**src/hdl/spmq_pkg.sv**
```systemverilog
// Shared types and constants for the shared-pool multi-queue block.
// Used by spmq_pool and shared_pool_multi_queue; depends on nothing else.
`default_nettype none

package spmq_pkg;

    // Default sizes of the pool and of the queue set.
    localparam int SLOTS_DEF  = 16;
    localparam int QUEUES_DEF = 4;

    // Fixed field widths.
    localparam int DATA_W  = 32;
    localparam int QID_W   = 2;
    localparam int STAT_W  = 2;

    // Operation codes carried in the kind field.
    localparam logic KIND_ENQ = 1'b0;
    localparam logic KIND_DEQ = 1'b1;

    // Result status codes.
    typedef enum logic [STAT_W-1:0] {
        STAT_DONE  = 2'd0,
        STAT_FULL  = 2'd1,
        STAT_EMPTY = 2'd2
    } status_t;

    // Control of the slot pool for one cycle.
    typedef struct packed {
        logic rd_en;    // capture read data at the addressed slot
        logic link_we;  // write the link entry at the addressed slot
        logic data_we;  // write the data word at the addressed slot
    } pool_ctl_t;

endpackage

`default_nettype wire

```
**src/hdl/shared_pool_multi_queue.sv**
```systemverilog
// Top level of the shared-pool multi-queue: sequencer, queue pointers, free list.
// Depends on spmq_pkg and instantiates spmq_pool.
//
// Usage: QUEUES FIFO queues share a pool of SLOTS words. A request transfer
// (req_valid, req_stall) carries kind, queue_id and data_in; kind selects an
// enqueue of data_in or a dequeue. Each request gives exactly one response
// transfer (rsp_valid, rsp_stall) with data_out and status: done, pool full
// on enqueue, or queue empty on dequeue. A queue number not below QUEUES is
// treated as full on enqueue and empty on dequeue and changes nothing.
// The request is registered; the calculation state reads the link table and
// the write-back state updates it and loads the response. A request is taken
// only in idle or as the last one completes, set by the single link table port.
// Reset leaves every queue empty and all slots on the free list; no clearing
// pass runs, so requests are taken from the first cycle after reset.
// When the receiver stalls, a finished response is held in the output
// register; one further request is taken and its update waits in the
// write-back state until the output register is free.
`default_nettype none

module shared_pool_multi_queue #(
    parameter int SLOTS  = spmq_pkg::SLOTS_DEF,
    parameter int QUEUES = spmq_pkg::QUEUES_DEF
) (
    input  wire logic                                 clk,
    input  wire logic                                 rst_n,
    input  wire logic                                 req_valid,
    output logic                                      req_stall,
    input  wire logic                                 kind,
    input  wire logic        [spmq_pkg::QID_W-1:0]    queue_id,
    input  wire logic signed [spmq_pkg::DATA_W-1:0]   data_in,
    output logic                                      rsp_valid,
    input  wire logic                                 rsp_stall,
    output logic signed      [spmq_pkg::DATA_W-1:0]   data_out,
    output logic             [spmq_pkg::STAT_W-1:0]   status
);

    localparam int PW = $clog2(SLOTS + 1);
    localparam logic [PW-1:0] NIL = PW'(SLOTS);

    typedef enum logic [1:0] {
        S_IDLE,
        S_CALC,
        S_WB
    } state_t;

    state_t                              state_reg, state_next;
    logic                                kind_reg, kind_next;
    logic [spmq_pkg::QID_W-1:0]          qid_reg, qid_next;
    logic [spmq_pkg::DATA_W-1:0]         word_reg, word_next;

    logic [PW-1:0]                       head_reg [QUEUES];
    logic [PW-1:0]                       head_next [QUEUES];
    logic [PW-1:0]                       tail_reg [QUEUES];
    logic [PW-1:0]                       tail_next [QUEUES];
    logic [PW-1:0]                       free_head_reg, free_head_next;

    logic                                rsp_valid_reg, rsp_valid_next;
    logic [spmq_pkg::DATA_W-1:0]         rsp_data_reg, rsp_data_next;
    spmq_pkg::status_t                   rsp_status_reg, rsp_status_next;

    logic                                q_exists;
    logic [PW-1:0]                       cur_head;
    logic [PW-1:0]                       cur_tail;
    logic                                head_valid;
    logic                                tail_valid;
    logic                                enq_ok;
    logic                                deq_ok;
    logic                                out_free;
    logic [PW-1:0]                       next_ptr;

    spmq_pkg::pool_ctl_t                 pool_ctl;
    logic [PW-1:0]                       pool_addr;
    logic [PW-1:0]                       pool_link_wd;
    logic [PW-1:0]                       pool_link_rd;
    logic [spmq_pkg::DATA_W-1:0]         pool_data_rd;

    spmq_pool #(
        .SLOTS (SLOTS)
    ) u_pool (
        .clk     (clk),
        .rst_n   (rst_n),
        .ctl     (pool_ctl),
        .addr    (pool_addr),
        .link_wd (pool_link_wd),
        .data_wd (word_reg),
        .link_rd (pool_link_rd),
        .data_rd (pool_data_rd)
    );

    // Pointers of the addressed queue; head and tail do not change between
    // the calculation and write-back states, so both states decode the same request.
    always_comb
    begin
        q_exists = 1'b0;
        cur_head = NIL;
        cur_tail = NIL;
        for (int q = 0; q < QUEUES; q++)
        begin
            if (q == int'(qid_reg))
            begin
                q_exists = 1'b1;
                cur_head = head_reg[q];
                cur_tail = tail_reg[q];
            end
        end
    end

    assign head_valid = (cur_head < NIL);
    assign tail_valid = (cur_tail < NIL);
    assign enq_ok     = (kind_reg == spmq_pkg::KIND_ENQ) && q_exists && (free_head_reg < NIL);
    assign deq_ok     = (kind_reg == spmq_pkg::KIND_DEQ) && q_exists && head_valid;
    assign next_ptr   = (pool_link_rd < NIL) ? pool_link_rd : NIL;
    assign out_free   = !rsp_valid_reg || !rsp_stall;

    assign req_stall  = !((state_reg == S_IDLE) || ((state_reg == S_WB) && out_free));

    always_comb
    begin
        state_next      = state_reg;
        kind_next       = kind_reg;
        qid_next        = qid_reg;
        word_next       = word_reg;
        head_next       = head_reg;
        tail_next       = tail_reg;
        free_head_next  = free_head_reg;
        rsp_data_next   = rsp_data_reg;
        rsp_status_next = rsp_status_reg;
        rsp_valid_next  = rsp_valid_reg && rsp_stall;

        pool_ctl        = '0;
        pool_addr       = cur_tail;
        pool_link_wd    = free_head_reg;

        case (state_reg)
            S_IDLE:
            begin
                if (req_valid)
                begin
                    kind_next  = kind;
                    qid_next   = queue_id;
                    word_next  = data_in;
                    state_next = S_CALC;
                end
            end

            S_CALC:
            begin
                // Read and rewrite the link of the chosen slot in one access:
                // the old link comes back while the new one is written.
                pool_ctl.rd_en = 1'b1;
                if (kind_reg == spmq_pkg::KIND_ENQ)
                begin
                    pool_addr        = free_head_reg;
                    pool_link_wd     = NIL;
                    pool_ctl.link_we = enq_ok;
                    pool_ctl.data_we = enq_ok;
                end
                else
                begin
                    pool_addr        = cur_head;
                    pool_link_wd     = free_head_reg;
                    pool_ctl.link_we = deq_ok;
                end
                state_next = S_WB;
            end

            S_WB:
            begin
                if (out_free)
                begin
                    // Chain the new slot behind the old tail of a non-empty queue.
                    pool_addr        = cur_tail;
                    pool_link_wd     = free_head_reg;
                    pool_ctl.link_we = enq_ok && head_valid && tail_valid;

                    if (enq_ok)
                    begin
                        free_head_next = next_ptr;
                    end
                    if (deq_ok)
                    begin
                        free_head_next = cur_head;
                    end
                    for (int q = 0; q < QUEUES; q++)
                    begin
                        if (q == int'(qid_reg))
                        begin
                            if (enq_ok)
                            begin
                                if (!head_valid)
                                begin
                                    head_next[q] = free_head_reg;
                                end
                                tail_next[q] = free_head_reg;
                            end
                            if (deq_ok)
                            begin
                                head_next[q] = next_ptr;
                            end
                        end
                    end

                    rsp_valid_next = 1'b1;
                    rsp_data_next  = deq_ok ? pool_data_rd : '0;
                    if (enq_ok || deq_ok)
                    begin
                        rsp_status_next = spmq_pkg::STAT_DONE;
                    end
                    else if (kind_reg == spmq_pkg::KIND_ENQ)
                    begin
                        rsp_status_next = spmq_pkg::STAT_FULL;
                    end
                    else
                    begin
                        rsp_status_next = spmq_pkg::STAT_EMPTY;
                    end

                    if (req_valid)
                    begin
                        kind_next  = kind;
                        qid_next   = queue_id;
                        word_next  = data_in;
                        state_next = S_CALC;
                    end
                    else
                    begin
                        state_next = S_IDLE;
                    end
                end
            end

            default:
            begin
                state_next = S_IDLE;
            end
        endcase
    end

    always_ff @(posedge clk or negedge rst_n)
    begin
        if (!rst_n)
        begin
            state_reg     <= S_IDLE;
            free_head_reg <= '0;
            rsp_valid_reg <= 1'b0;
            for (int q = 0; q < QUEUES; q++)
            begin
                head_reg[q] <= NIL;
                tail_reg[q] <= NIL;
            end
        end
        else
        begin
            state_reg     <= state_next;
            free_head_reg <= free_head_next;
            rsp_valid_reg <= rsp_valid_next;
            head_reg      <= head_next;
            tail_reg      <= tail_next;
        end
    end

    always_ff @(posedge clk)
    begin
        kind_reg       <= kind_next;
        qid_reg        <= qid_next;
        word_reg       <= word_next;
        rsp_data_reg   <= rsp_data_next;
        rsp_status_reg <= rsp_status_next;
    end

    assign rsp_valid = rsp_valid_reg;
    assign data_out  = rsp_data_reg;
    assign status    = rsp_status_reg;

    // The free list head is either a real slot or the null marker.
    a_free_head_range: assert property (@(posedge clk) disable iff (!rst_n)
        free_head_reg <= NIL)
        else $error("free list head beyond null marker");

    // Requests are only taken when idle or as the previous one completes.
    a_accept_state: assert property (@(posedge clk) disable iff (!rst_n)
        (req_valid && !req_stall) |-> (state_reg == S_IDLE || state_reg == S_WB))
        else $error("request taken in the middle of an operation");

    // The update cycle waits while the output register is still occupied.
    a_wb_holds: assert property (@(posedge clk) disable iff (!rst_n)
        (state_reg == S_WB && !out_free) |=> (state_reg == S_WB))
        else $error("update cycle left while the response was stalled");

    // A successful dequeue is reported as done.
    a_deq_done: assert property (@(posedge clk) disable iff (!rst_n)
        (state_reg == S_WB && out_free && deq_ok)
        |=> (rsp_valid_reg && rsp_status_reg == spmq_pkg::STAT_DONE))
        else $error("successful dequeue not reported as done");

endmodule

`default_nettype wire

```
**src/hdl/spmq_pool.sv**
```systemverilog
// Slot pool: link table and data store, one port each, with registered reads.
// Depends on spmq_pkg for the control struct and default sizes.
`default_nettype none

module spmq_pool #(
    parameter int SLOTS = spmq_pkg::SLOTS_DEF
) (
    input  wire logic                          clk,
    input  wire logic                          rst_n,
    input  wire spmq_pkg::pool_ctl_t           ctl,
    input  wire logic [$clog2(SLOTS+1)-1:0]    addr,
    input  wire logic [$clog2(SLOTS+1)-1:0]    link_wd,
    input  wire logic [spmq_pkg::DATA_W-1:0]   data_wd,
    output logic      [$clog2(SLOTS+1)-1:0]    link_rd,
    output logic      [spmq_pkg::DATA_W-1:0]   data_rd
);

    localparam int PW = $clog2(SLOTS + 1);
    localparam int SW = $clog2(SLOTS);

    logic [PW-1:0]               link_mem [SLOTS];
    logic [spmq_pkg::DATA_W-1:0] data_mem [SLOTS];

    logic [SW-1:0]               idx;
    logic [PW-1:0]               link_q_reg;
    logic [spmq_pkg::DATA_W-1:0] data_q_reg;

    // Slots at or above the fill mark have never had their link written, so a
    // read of one returns the reset chain value of its own index plus one.
    logic [PW-1:0]               fill_reg;
    logic [PW-1:0]               fill_next;
    logic [PW-1:0]               rd_addr_reg;
    logic                        rd_fresh_reg;

    assign idx = addr[SW-1:0];

    always_ff @(posedge clk)
    begin
        if (ctl.link_we)
        begin
            link_mem[idx] <= link_wd;
        end
        if (ctl.rd_en)
        begin
            link_q_reg <= link_mem[idx];
        end
    end

    always_ff @(posedge clk)
    begin
        if (ctl.data_we)
        begin
            data_mem[idx] <= data_wd;
        end
        if (ctl.rd_en)
        begin
            data_q_reg <= data_mem[idx];
        end
    end

    always_comb
    begin
        fill_next = fill_reg;
        if (ctl.link_we && (addr == fill_reg))
        begin
            fill_next = fill_reg + PW'(1);
        end
    end

    always_ff @(posedge clk or negedge rst_n)
    begin
        if (!rst_n)
        begin
            fill_reg     <= '0;
            rd_fresh_reg <= 1'b0;
            rd_addr_reg  <= '0;
        end
        else
        begin
            fill_reg <= fill_next;
            if (ctl.rd_en)
            begin
                rd_fresh_reg <= (addr >= fill_reg);
                rd_addr_reg  <= addr;
            end
        end
    end

    assign link_rd = rd_fresh_reg ? (rd_addr_reg + PW'(1)) : link_q_reg;
    assign data_rd = data_q_reg;

endmodule

`default_nettype wire
```
**config.mk**
```make
export PLATFORM = sky130hd
export DESIGN_NAME = shared_pool_multi_queue
export DESIGN_NICKNAME = d
export VERILOG_FILES = /design/src/hdl/spmq_pkg.sv /design/src/hdl/shared_pool_multi_queue.sv /design/src/hdl/spmq_pool.sv
export SDC_FILE = /design/constraint.sdc
export NUM_CORES = 1
export LEC_CHECK = 0
export ABC_CLOCK_PERIOD_IN_PS = 6100
export BUFFER_PORTS_ARGS = -buffer_cell sky130_fd_sc_hd__buf_2
export CORE_MARGIN = 4
export CORE_UTILIZATION = 50
export DETAILED_ROUTE_END_ITERATION = 10
export PLACE_DENSITY_LB_ADDON = 0.2
export SYNTH_ARGS = -nofsm -noshare
export SYNTH_HDL_FRONTEND = slang
export SYNTH_SLANG_ARGS = --single-unit
```
**constraint.sdc**
```tcl
create_clock -name clk -period 6.1 [get_ports clk]
set_input_delay 0.305 -clock clk [delete_from_list [all_inputs] [get_ports clk]]
set_output_delay 0.305 -clock clk [all_outputs]
set_load 0.02 [all_outputs]
```
# --- After elaboration in Yosys (flattened, before gate mapping) ---
# Memories as Yosys holds them, arrays and structs flattened. A register that Yosys moved wholly into a read port is not among the register bits.
# Index checks and enable logic that the tools add are counted.
totals:
  elab_cells: 118
  ram_bits: 592
  reg_bits: 128
  n_memories: 2
classes:
  magnitude_cmp: 5
  eq_ne: 9
  reduce_logical: 31
  muxes: 49
  bitwise_logic: 1
  add_sub_neg: 2
memory_table:
  columns: ["memory", "words", "word_bits", "rd", "rd_ports_with_merged_regs", "wr", "line", "text"]
  rows:
  - ["u_pool.data_mem", 16, 32, 1, 1, 1, "spmq_pool.sv:22", "logic [spmq_pkg::DATA_W-1:0] data_mem [SLOTS];"]
  - ["u_pool.link_mem", 16, 5, 1, 1, 1, "spmq_pool.sv:21", "logic [PW-1:0] link_mem [SLOTS];"]
op_table:
  columns: ["cell", "n"]
  rows:
  - ["$mux W5", 19]
  - ["$mux W32", 2]
  - ["$pmux W32 S2", 1]
  - ["$lt A5 B5 Y1 const B", 4]
  - ["$reduce_and A5 Y1", 4]
  - ["$mux W1", 18]
  - ["$reduce_and A4 Y1", 4]
  - ["$add A5 B1 Y5 const B", 2]
  - ["$mux W2", 5]
  - ["$logic_and A1 B1 Y1", 9]
  - ["$pmux W2 S3", 1]
  - ["$reduce_and A2 Y1", 3]
  - ["$eq A5 B5 Y1", 1]
  - ["$ge A5 B5 Y1", 1]
  - ["$eq A2 B2 Y1 const A", 2]
  - ["$logic_not A2 Y1", 2]
  - ["$ne A2 B2 Y1 const B", 2]
  - ["$pmux W1 S2", 2]
  - ["$pmux W2 S2", 1]
  - ["$reduce_bool A2 Y1", 2]
  - ["$logic_not A1 Y1", 3]
  - ["$logic_or A1 B1 Y1", 3]
  - ["$reduce_and A3 Y1", 1]
  - ["$eq A1 B2 Y1 const A", 1]
  - ["other kinds (4)", 4]

# --- Depth between registers and ports, before layout ---
# Gate-level depths: netlist of the first run.
logic_depth:
  depth_word: 13
  mapped_depth: 15
  mapped_depth_nobuf: 11

# --- By module ---
# From an unflattened synthesis of the first run, not the netlist that was laid out.
unflattened:
  hier_cells: 1365
  hier_area_um2: 28981.5
by_module_without_submodules:
  columns: ["module", "area_per_inst_um2", "n_inst", "seq_area_each_um2", "cells_per_inst"]
  rows:
  - ["spmq_pool", 24063.1, 1, 19163.4, 1057]
  - ["shared_pool_multi_queue", 4918.5, 1, 3283.1, 308]

# --- Worst setup path after synthesis of the first run ---
# No wires, ideal clock.
synth_path:
  path_type: "register to register"
  start: "register state_reg[0]"
  end: "memory u_pool.link_mem[14][0] in the netlist's numbering, enable pin"
  path_stages_with_launch: 10
  path_slack_ns: 1.143
  required_time_ns: 5.760
  synth_period_minus_slack_ns: 4.957
  n_path_buf: 1
  t_arrival_ns: 4.618
  cell_sequence: "dfrtp_1 -> inv_1 -> ha_1 -> a21boi_0 -> and2_0 -> clkbuf_1 -> nand2_1 -> a21boi_2 -> nand3_1 -> nor2_1"
synth_between:
  elab_chain_cells: 4
  elab_cells_between_ends: 6
  classes_between: "eq/ne (2); mux (4)"
synth_lines:
  columns: ["item", "line", "text"]
  rows:
  - ["start: declaration", "shared_pool_multi_queue.sv:46", "state_t state_reg, state_next;"]
  - ["start signal: assignment", "shared_pool_multi_queue.sv:254", "state_reg <= state_next;"]
  - ["$eq A2 B2 Y1 or $eq A2 B1 Y1 (tied branches)", "shared_pool_multi_queue.sv:134", "case (state_reg)"]
  - ["$pmux W1 S2", "shared_pool_multi_queue.sv:134", null]
  - ["$mux W1", "spmq_pool.sv:39", "if (ctl.link_we)"]
  - ["$mux W1 (not written as such)", "spmq_pool.sv:41", "link_mem[idx] <= link_wd;"]
  - ["end: declaration", "spmq_pool.sv:21", null]
# Several ways; a longest one is shown, not always the timed one.

# --- Final worst setup path of the first run ---
layout_path:
  start: "register state_reg[1]"
  end: "memory u_pool.data_mem[6][31] in the netlist's numbering, enable pin"
layout_between:
  elab_chain_cells: 4
  elab_cells_between_ends: 5
  classes_between: "eq/ne (1); mux (4)"
layout_lines:
  columns: ["item", "line", "text"]
  rows:
  - ["$eq A2 B1 Y1 *", "shared_pool_multi_queue.sv:134", null]
  - ["$mux W1", "shared_pool_multi_queue.sv:134", null]
  - ["$mux W1", "spmq_pool.sv:51", "if (ctl.data_we)"]
  - ["$mux W1 (not written as such)", "spmq_pool.sv:53", "data_mem[idx] <= data_wd;"]
  - ["end: declaration", "spmq_pool.sv:22", null]
# Mark *: on every way between the ends. The rest lies on a longest branch, timed or not.

==> qor.yml, run 1 <==
drive_above_1_share_pct: 14.7
synth_area_leader_cell: "edfxtp_1"
endpoint_kind: "register"
hpwl_um: 36100
core_area_um2: 58000
crit_family: "simple AND/OR/NAND/NOR gates"
antennaDiodeCount: 0
row_count: 88
nFillCells: 4388
initial_core_util_pct: 50.9
die_x_um: 251
power_density_nw_per_um2: 515
relSlewSlack_pct: 7.64
cts.clk_slew.worst_paths_ns: 0.06
worstPathArrival_ns: 4.64
gp_congestion: 0.805
cts_tree: "done"
crit_buf_inv: 2
regMostFlops: "u_pool.data_mem"
drt-initial-drc-count: 1597
clock-root-buffer: "clkbuf_16"
detail_route.first_pass.iterations: 5
peakVddDrop_uv: 764
ys_seq_area_share_pct: 76.1
hold_viol: 0
clockBufferDepth: 3
final_net_count: 1954
vias_per_cell: 5.90
path_class: "reg -> reg"
status: "finished, final reports clean"
grt_pass1_wl_um: 101000
cts_buffers: 76
post-cts-setup-buffer-count: 0
wl_met1_um: 28400
rsz0062_at_grt: "no"
antenna_found_initial: 0
grt_pass1_vias: 16300
max_slew.worst_pin.slew_ns: 1.38
die_y_um: 251
hp-class: "in -> reg"
numPortBuffers: 74
maxCapViolations: 0
cp_slowest_cell: "nor2_4"
top_layer_used: "met4"
wl_met3_um: 3830
finalSetupTns_ns: 0
num_vias: 16100
pin_count: 75
syn_avg_cell_area_um2: 16.3
crit_path_start_kind: "register"
crit_required_ns: 6.31
syn_inst: 1809
yosysUniqueCellTypes: 59
cts_num_sinks: 757
p_total_mw: 17.2
post-synth-top-count-cell: "edfxtp_1"
largest_register_ffs: 512
instances_no_fill: 2729
grt_max_degree: 203
synth_area_um2: 29500
slowest_delay_ns: 1.12
syn_nets: 1859
synth_top_area_share_pct: 71.0
worstSkewPairLatency_ns: 0.61
path_cells: "inv_1 > ha_2 > nor2_1 > a22oi_1 > a21bo_4 > inv_8 > nand3_1 > nor2_4"
ys.flop_type: "edfxtp_1"
dieArea_um2: 63000
setup_viol_count_final: 0
fmax_mhz: 226
yosys_warnings: 0
synth-edff-count: 698
gr-total-overflow: 0
drcViolationCount: 0
ys_top_cells_by_count: "edfxtp_1, nand2_1, a21oi_1"
htreeDepth: 3
worst_clock_skew_ns: 0.0188
drv_slew: 0
p_leak_nw: 11.5
dp_slack_ns: 1.56
wl_met2_um: 33100
min_period_ns: 4.42
synth_area_leaders: "edfxtp_1, mux2i_1, dfrtp_1, a221oi_1, a21oi_1"
post_drt_wl_per_cell_um: 24.5
timing.hold.ws_ns: 0.0996
grt_usage_pct: 21.0
top_regs: "u_pool.data_mem: 512 flops, u_pool.link_mem: 80 flops"
place_inst: 2551
synth-seq-cells: 757
timing.final.crit_share_pct: 72.5
area_growth_pct: 13.2
wl_um: 66800
ys_async_sr_fraction_pct: 7.79
setup_ws_ns: 1.68
crit_path_max_fanout: 103
antenna_left: 0
## stage by stage
stage               area, µm²  util (%)
finish                  33400      57.6
global route            33400      57.6
CTS                     33400      57.5
detailed placement      30600      52.7
global placement        30600      52.7
floorplan               29500         -
## power by group
| part | internal, mW | switching [mW] | leakage, nW |
|---|---|---|---|
| clock network | 2.64 | 1.91 | 1.17 |
| registers | 6.73 | 0.467 | 7.07 |
| logic | 1.80 | 3.67 | 3.23 |
| total | 11.2 | 6.04 | 11.5 |
## placed cells by master, fill, tap and decap left out, types with 16 or more instances in the layout
cell / Yosys / final
a221oi_1: 144 / 144
edfxtp_1: 698 / 698
and2_1: 40 / 40
mux2_2: 31 / 31
clkbuf_1: 43 / 22
nand2_1: 188 / 187
nor2_4: 1 / 17
dlygate4sd3_1: 0 / 37
a21oi_1: 156 / 156
clkbuf_16: 0 / 78
dfrtp_1: 51 / 51
or4_1: 36 / 36
nand3_1: 16 / 16
buf_2: 47 / 74
mux2i_1: 153 / 153
nor2_1: 57 / 41
buf_4: 12 / 16
## tightest hold or removal path, delay by kind of cell
family                 cells  cell delay, ns
buffers and inverters      1            0.11
AND/OR/NAND/NOR            1            0.07
AO/OA/AOI/OAI              2            0.17
## cell families (layout without fill, tap and decap cells)
logic type	Yosys count	in the layout	share of synthesized area [%]
AO/OA/AOI/OAI	342	342	7.96
XOR/XNOR	7	7	0.208
buffers and inverters	132	287	2.31
AND/OR/NAND/NOR	366	366	5.99
flip-flops	757	757	76.1
adder cells (fa/ha/maj)	11	11	0.466
multiplexers	194	194	7.00
## path summary, 6_finish.rpt
path                                    startpoint                endpoint  slack (ns)  depth (start not counted)
max in group asynchronous                    rst_n   u_pool.rd_addr_reg[1]        5.19                          3
worst max register to register        state_reg[1]  u_pool.data_mem[6][31]        1.68                          8
worst min register to register  u_pool.fill_reg[4]      u_pool.fill_reg[4]        0.47                          1
min in group asynchronous                    rst_n             head_reg[0]        0.42                          3
worst min-delay path                     req_valid            state_reg[1]         0.1                          4
worst max-delay path                  state_reg[1]  u_pool.data_mem[6][31]        1.68                          8
## per-layer routing
layer  up-vias  global-route usage (%)
met5         -                       0
met4         0                    6.75
met3       104                    3.22
met2       529                    34.9
met1      8190                    29.0
li1       7273                       -
## final cells by class
class / instances / area, µm² / share of cell area [%]
Sequential cell: 757 / 22400 / 67.2
Timing Repair Buffer: 133 / 988 / 2.96
Multi-Input combinational cell: 920 / 6530 / 19.5
Clock inverter: 37 / 382 / 1.14
Tap cell: 765 / 957 / 2.86
Inverter: 16 / 72.6 / 0.217
Clock buffer: 101 / 2050 / 6.13
## what timing repair did
action	in CTS	in global routing
hold buffers	37	0
gates resized for setup	0	0
hold endpoints to repair	87	0
Power figures use the tool's default switching activity.
==> run 2: changes to the inputs <==
--- a/config.mk
+++ b/config.mk
@@ -5,7 +5,7 @@
 export SDC_FILE = /design/constraint.sdc
 export NUM_CORES = 1
 export LEC_CHECK = 0
-export ABC_CLOCK_PERIOD_IN_PS = 6100
+export ABC_CLOCK_PERIOD_IN_PS = 3800
 export BUFFER_PORTS_ARGS = -buffer_cell sky130_fd_sc_hd__buf_2
 export CORE_MARGIN = 4
 export CORE_UTILIZATION = 50
==> constraint.sdc (replaced) <==
create_clock -name clk -period 3.8 [get_ports clk]
set_input_delay 0.19 -clock clk [delete_from_list [all_inputs] [get_ports clk]]
set_output_delay 0.19 -clock clk [all_outputs]
set_load 0.02 [all_outputs]
==> run 2 against run 1 <==
- non-clock buffer count increased by 48
- design area increased by 1.4%
- clock skew increased by 0.00099 ns
- clock power increased by 61%
- core utilization increased by 0.83 points
- die area unchanged
- fmax increased by 31%
- combinational power increased by 65%
- clock-buffer cell count increased by 2
- final cell count increased by 1.8%
- register-to-register slack got worse by 1.3 ns
- setup slack got worse by 1.3 ns
- critical endpoint is now u_pool.data_rd[5]
- largest cell class unchanged
- largest power group unchanged
- highest routed layer unchanged
==> qor.yml, run 2 (synthesized netlist as in run 1, its figures left out) <==
post_drt_wl_per_cell_um: 24.3  # -0.90%
cts_buffers: 78  # +2.6%
max_slew.worst_pin.slew_ns: 1.07  # -0.309 ns
grt_usage_pct: 21.3  # +0.27 points
layout_commonest_cell: "edfxtp_1"
p_total_mw: 27.9  # +62%
drive_above_1_share_pct: 16.7  # +2.0 points
rsz0062_at_grt: "no"
num_vias: 16500  # +2.3%
grt_max_degree: 165  # -19%
core_area_um2: 58000  # unchanged
largest_register_ffs: 512  # unchanged
power_density_nw_per_um2: 822  # +60%
regMostFlops: "u_pool.data_mem"
cp_slowest_cell: "edfxtp_1"
drv_slew: 0  # unchanged
top_regs: "u_pool.data_mem: 512 flops, u_pool.link_mem: 80 flops"
grt_pass1_wl_um: 102000  # +1.1%
die_x_um: 251  # unchanged
pin_count: 75  # unchanged
p_leak_nw: 11.7  # +2.4%
path_cells: "nand2b_1 > o21a_1 > a21bo_4 > inv_8 > buf_12 > buf_4 > mux2i_1 > a221oi_1 > or4_1"
status: "finished, final reports clean"
wl_um: 67400  # +0.84%
hpwl_um: 37500  # +4.0%
detail_route.first_pass.iterations: 5  # unchanged
slowest_delay_ns: 0.65  # -0.47 ns
worstPathArrival_ns: 3.72  # -0.92 ns
die_y_um: 251  # unchanged
hold_viol: 0  # unchanged
worst_clock_skew_ns: 0.0198  # +0.000989 ns
path_class: "reg -> reg"
crit_buf_inv: 3  # +1
final_net_count: 2004  # +2.6%
cts_resized: 0  # unchanged
timing.hold.ws_ns: 0.245  # +0.146 ns
crit_path_max_fanout: 43  # -58%
final_cell_mix: "edfxtp_1, nand2_1, a21oi_1"
antenna_found_initial: 3  # +3
antennaDiodeCount: 0  # unchanged
antenna_left: 0  # unchanged
area_growth_pct: 14.9
cts.clk_slew.worst_paths_ns: 0.06  # about the same
relSlewSlack_pct: 28.3  # +21 points
hp-class: "in -> async"
vias_per_cell: 5.93  # +0.57%
setup_ws_ns: 0.412  # -1.26 ns
fmax_mhz: 295  # +31%
cts_num_sinks: 757  # unchanged
dieArea_um2: 63000  # unchanged
numPortBuffers: 74  # unchanged
nFillCells: 4373  # -0.34%
crit_family: "simple AND/OR/NAND/NOR gates"
maxCapViolations: 0  # unchanged
drt-initial-drc-count: 1694  # +6.1%
dp_slack_ns: 0.459  # -1.10 ns
crit_required_ns: 4.13  # -2.18 ns
initial_core_util_pct: 50.9  # unchanged
htreeDepth: 3  # unchanged
worstSkewPairLatency_ns: 0.61  # about the same
critical_path_depth: 9  # +1
setup_viol_count_final: 0  # unchanged
finalSetupTns_ns: 0  # unchanged
clock-root-buffer: "clkbuf_16"
min_period_ns: 3.39  # -1.04 ns
row_count: 88  # unchanged
cts_tree: "done"
endpoint_kind: "register"
grt_pass1_vias: 16500  # +1.2%
peakVddDrop_uv: 1350  # +77%
rr_worst_depth: 9  # +1
timing.final.crit_share_pct: 89.1  # +17 points
clockBufferDepth: 3  # unchanged
gr-total-overflow: 0  # unchanged
drcViolationCount: 0  # unchanged
crit_path_start_kind: "register"
gp_congestion: 0.786  # -2.4%
[run 2: through the flow]
step	instance area, µm²	utilization [%]	instances
2_1_floorplan	29600	-	1809
3_3_place_gp	31100	53.6	2600
3_5_place_dp	31100	53.6	2600
4_1_cts	33900	58.4	2777
5_1_grt	33900	58.4	2777
6_report	33900	58.4	2777
[run 2: repair_timing]
item	in CTS	in global routing
setup endpoints to repair	0	0
setup buffers	0	0
endpoints found under the hold margin	89	0
hold buffers	39	0
[run 2: final timing paths]
path	start	endpoint	slack, ns
worst max-delay path	qid_reg[1]	u_pool.data_rd[5]	0.41
worst min-delay path	rst_n	head_reg[15]	0.25
worst max register to register	qid_reg[1]	u_pool.data_rd[5]	0.41
worst min register to register	tail_reg[11]	tail_reg[11]	0.48
max in group asynchronous	rst_n	head_reg[1]	2.86
min in group clk	kind	kind_reg	0.29
[run 2: report_power, final]
| part | switching, mW | total [mW] | internal, mW |
|---|---|---|---|
| registers | 0.691 | 11.5 | 10.8 |
| clock network | 3.02 | 7.32 | 4.31 |
| logic | 5.92 | 9.05 | 3.13 |
| total | 9.63 | 27.9 | 18.2 |
[run 2: area by class of cell]
class / instances / area [µm²] / area share (%)
Clock inverter: 35 / 360 / 1.06
Inverter: 16 / 72.6 / 0.214
Tap cell: 765 / 957 / 2.82
Multi-Input combinational cell: 920 / 6530 / 19.3
Sequential cell: 757 / 22400 / 66.2
Timing Repair Buffer: 181 / 1470 / 4.34
Clock buffer: 103 / 2070 / 6.10
[run 2: routing by layer]
layer | global-route usage, % | wire length (µm) | vias up
met5 | 0 | 0 | -
met4 | 7.43 | 1990 | 0
met3 | 3.12 | 4310 | 120
met2 | 33.7 | 32000 | 580
met1 | 30.6 | 29100 | 8389
li1 | - | - | 7384
[run 2: worst reg2reg max path: stages, from the launching register on]
cell and delay (ns):
edfxtp_1 0.65, nand2b_1 0.29, o21a_1 0.23, a21bo_4 0.27
inv_8 0.09, buf_12 0.24, buf_4 0.45, mux2i_1 0.26
a221oi_1 0.09, or4_1 0.54
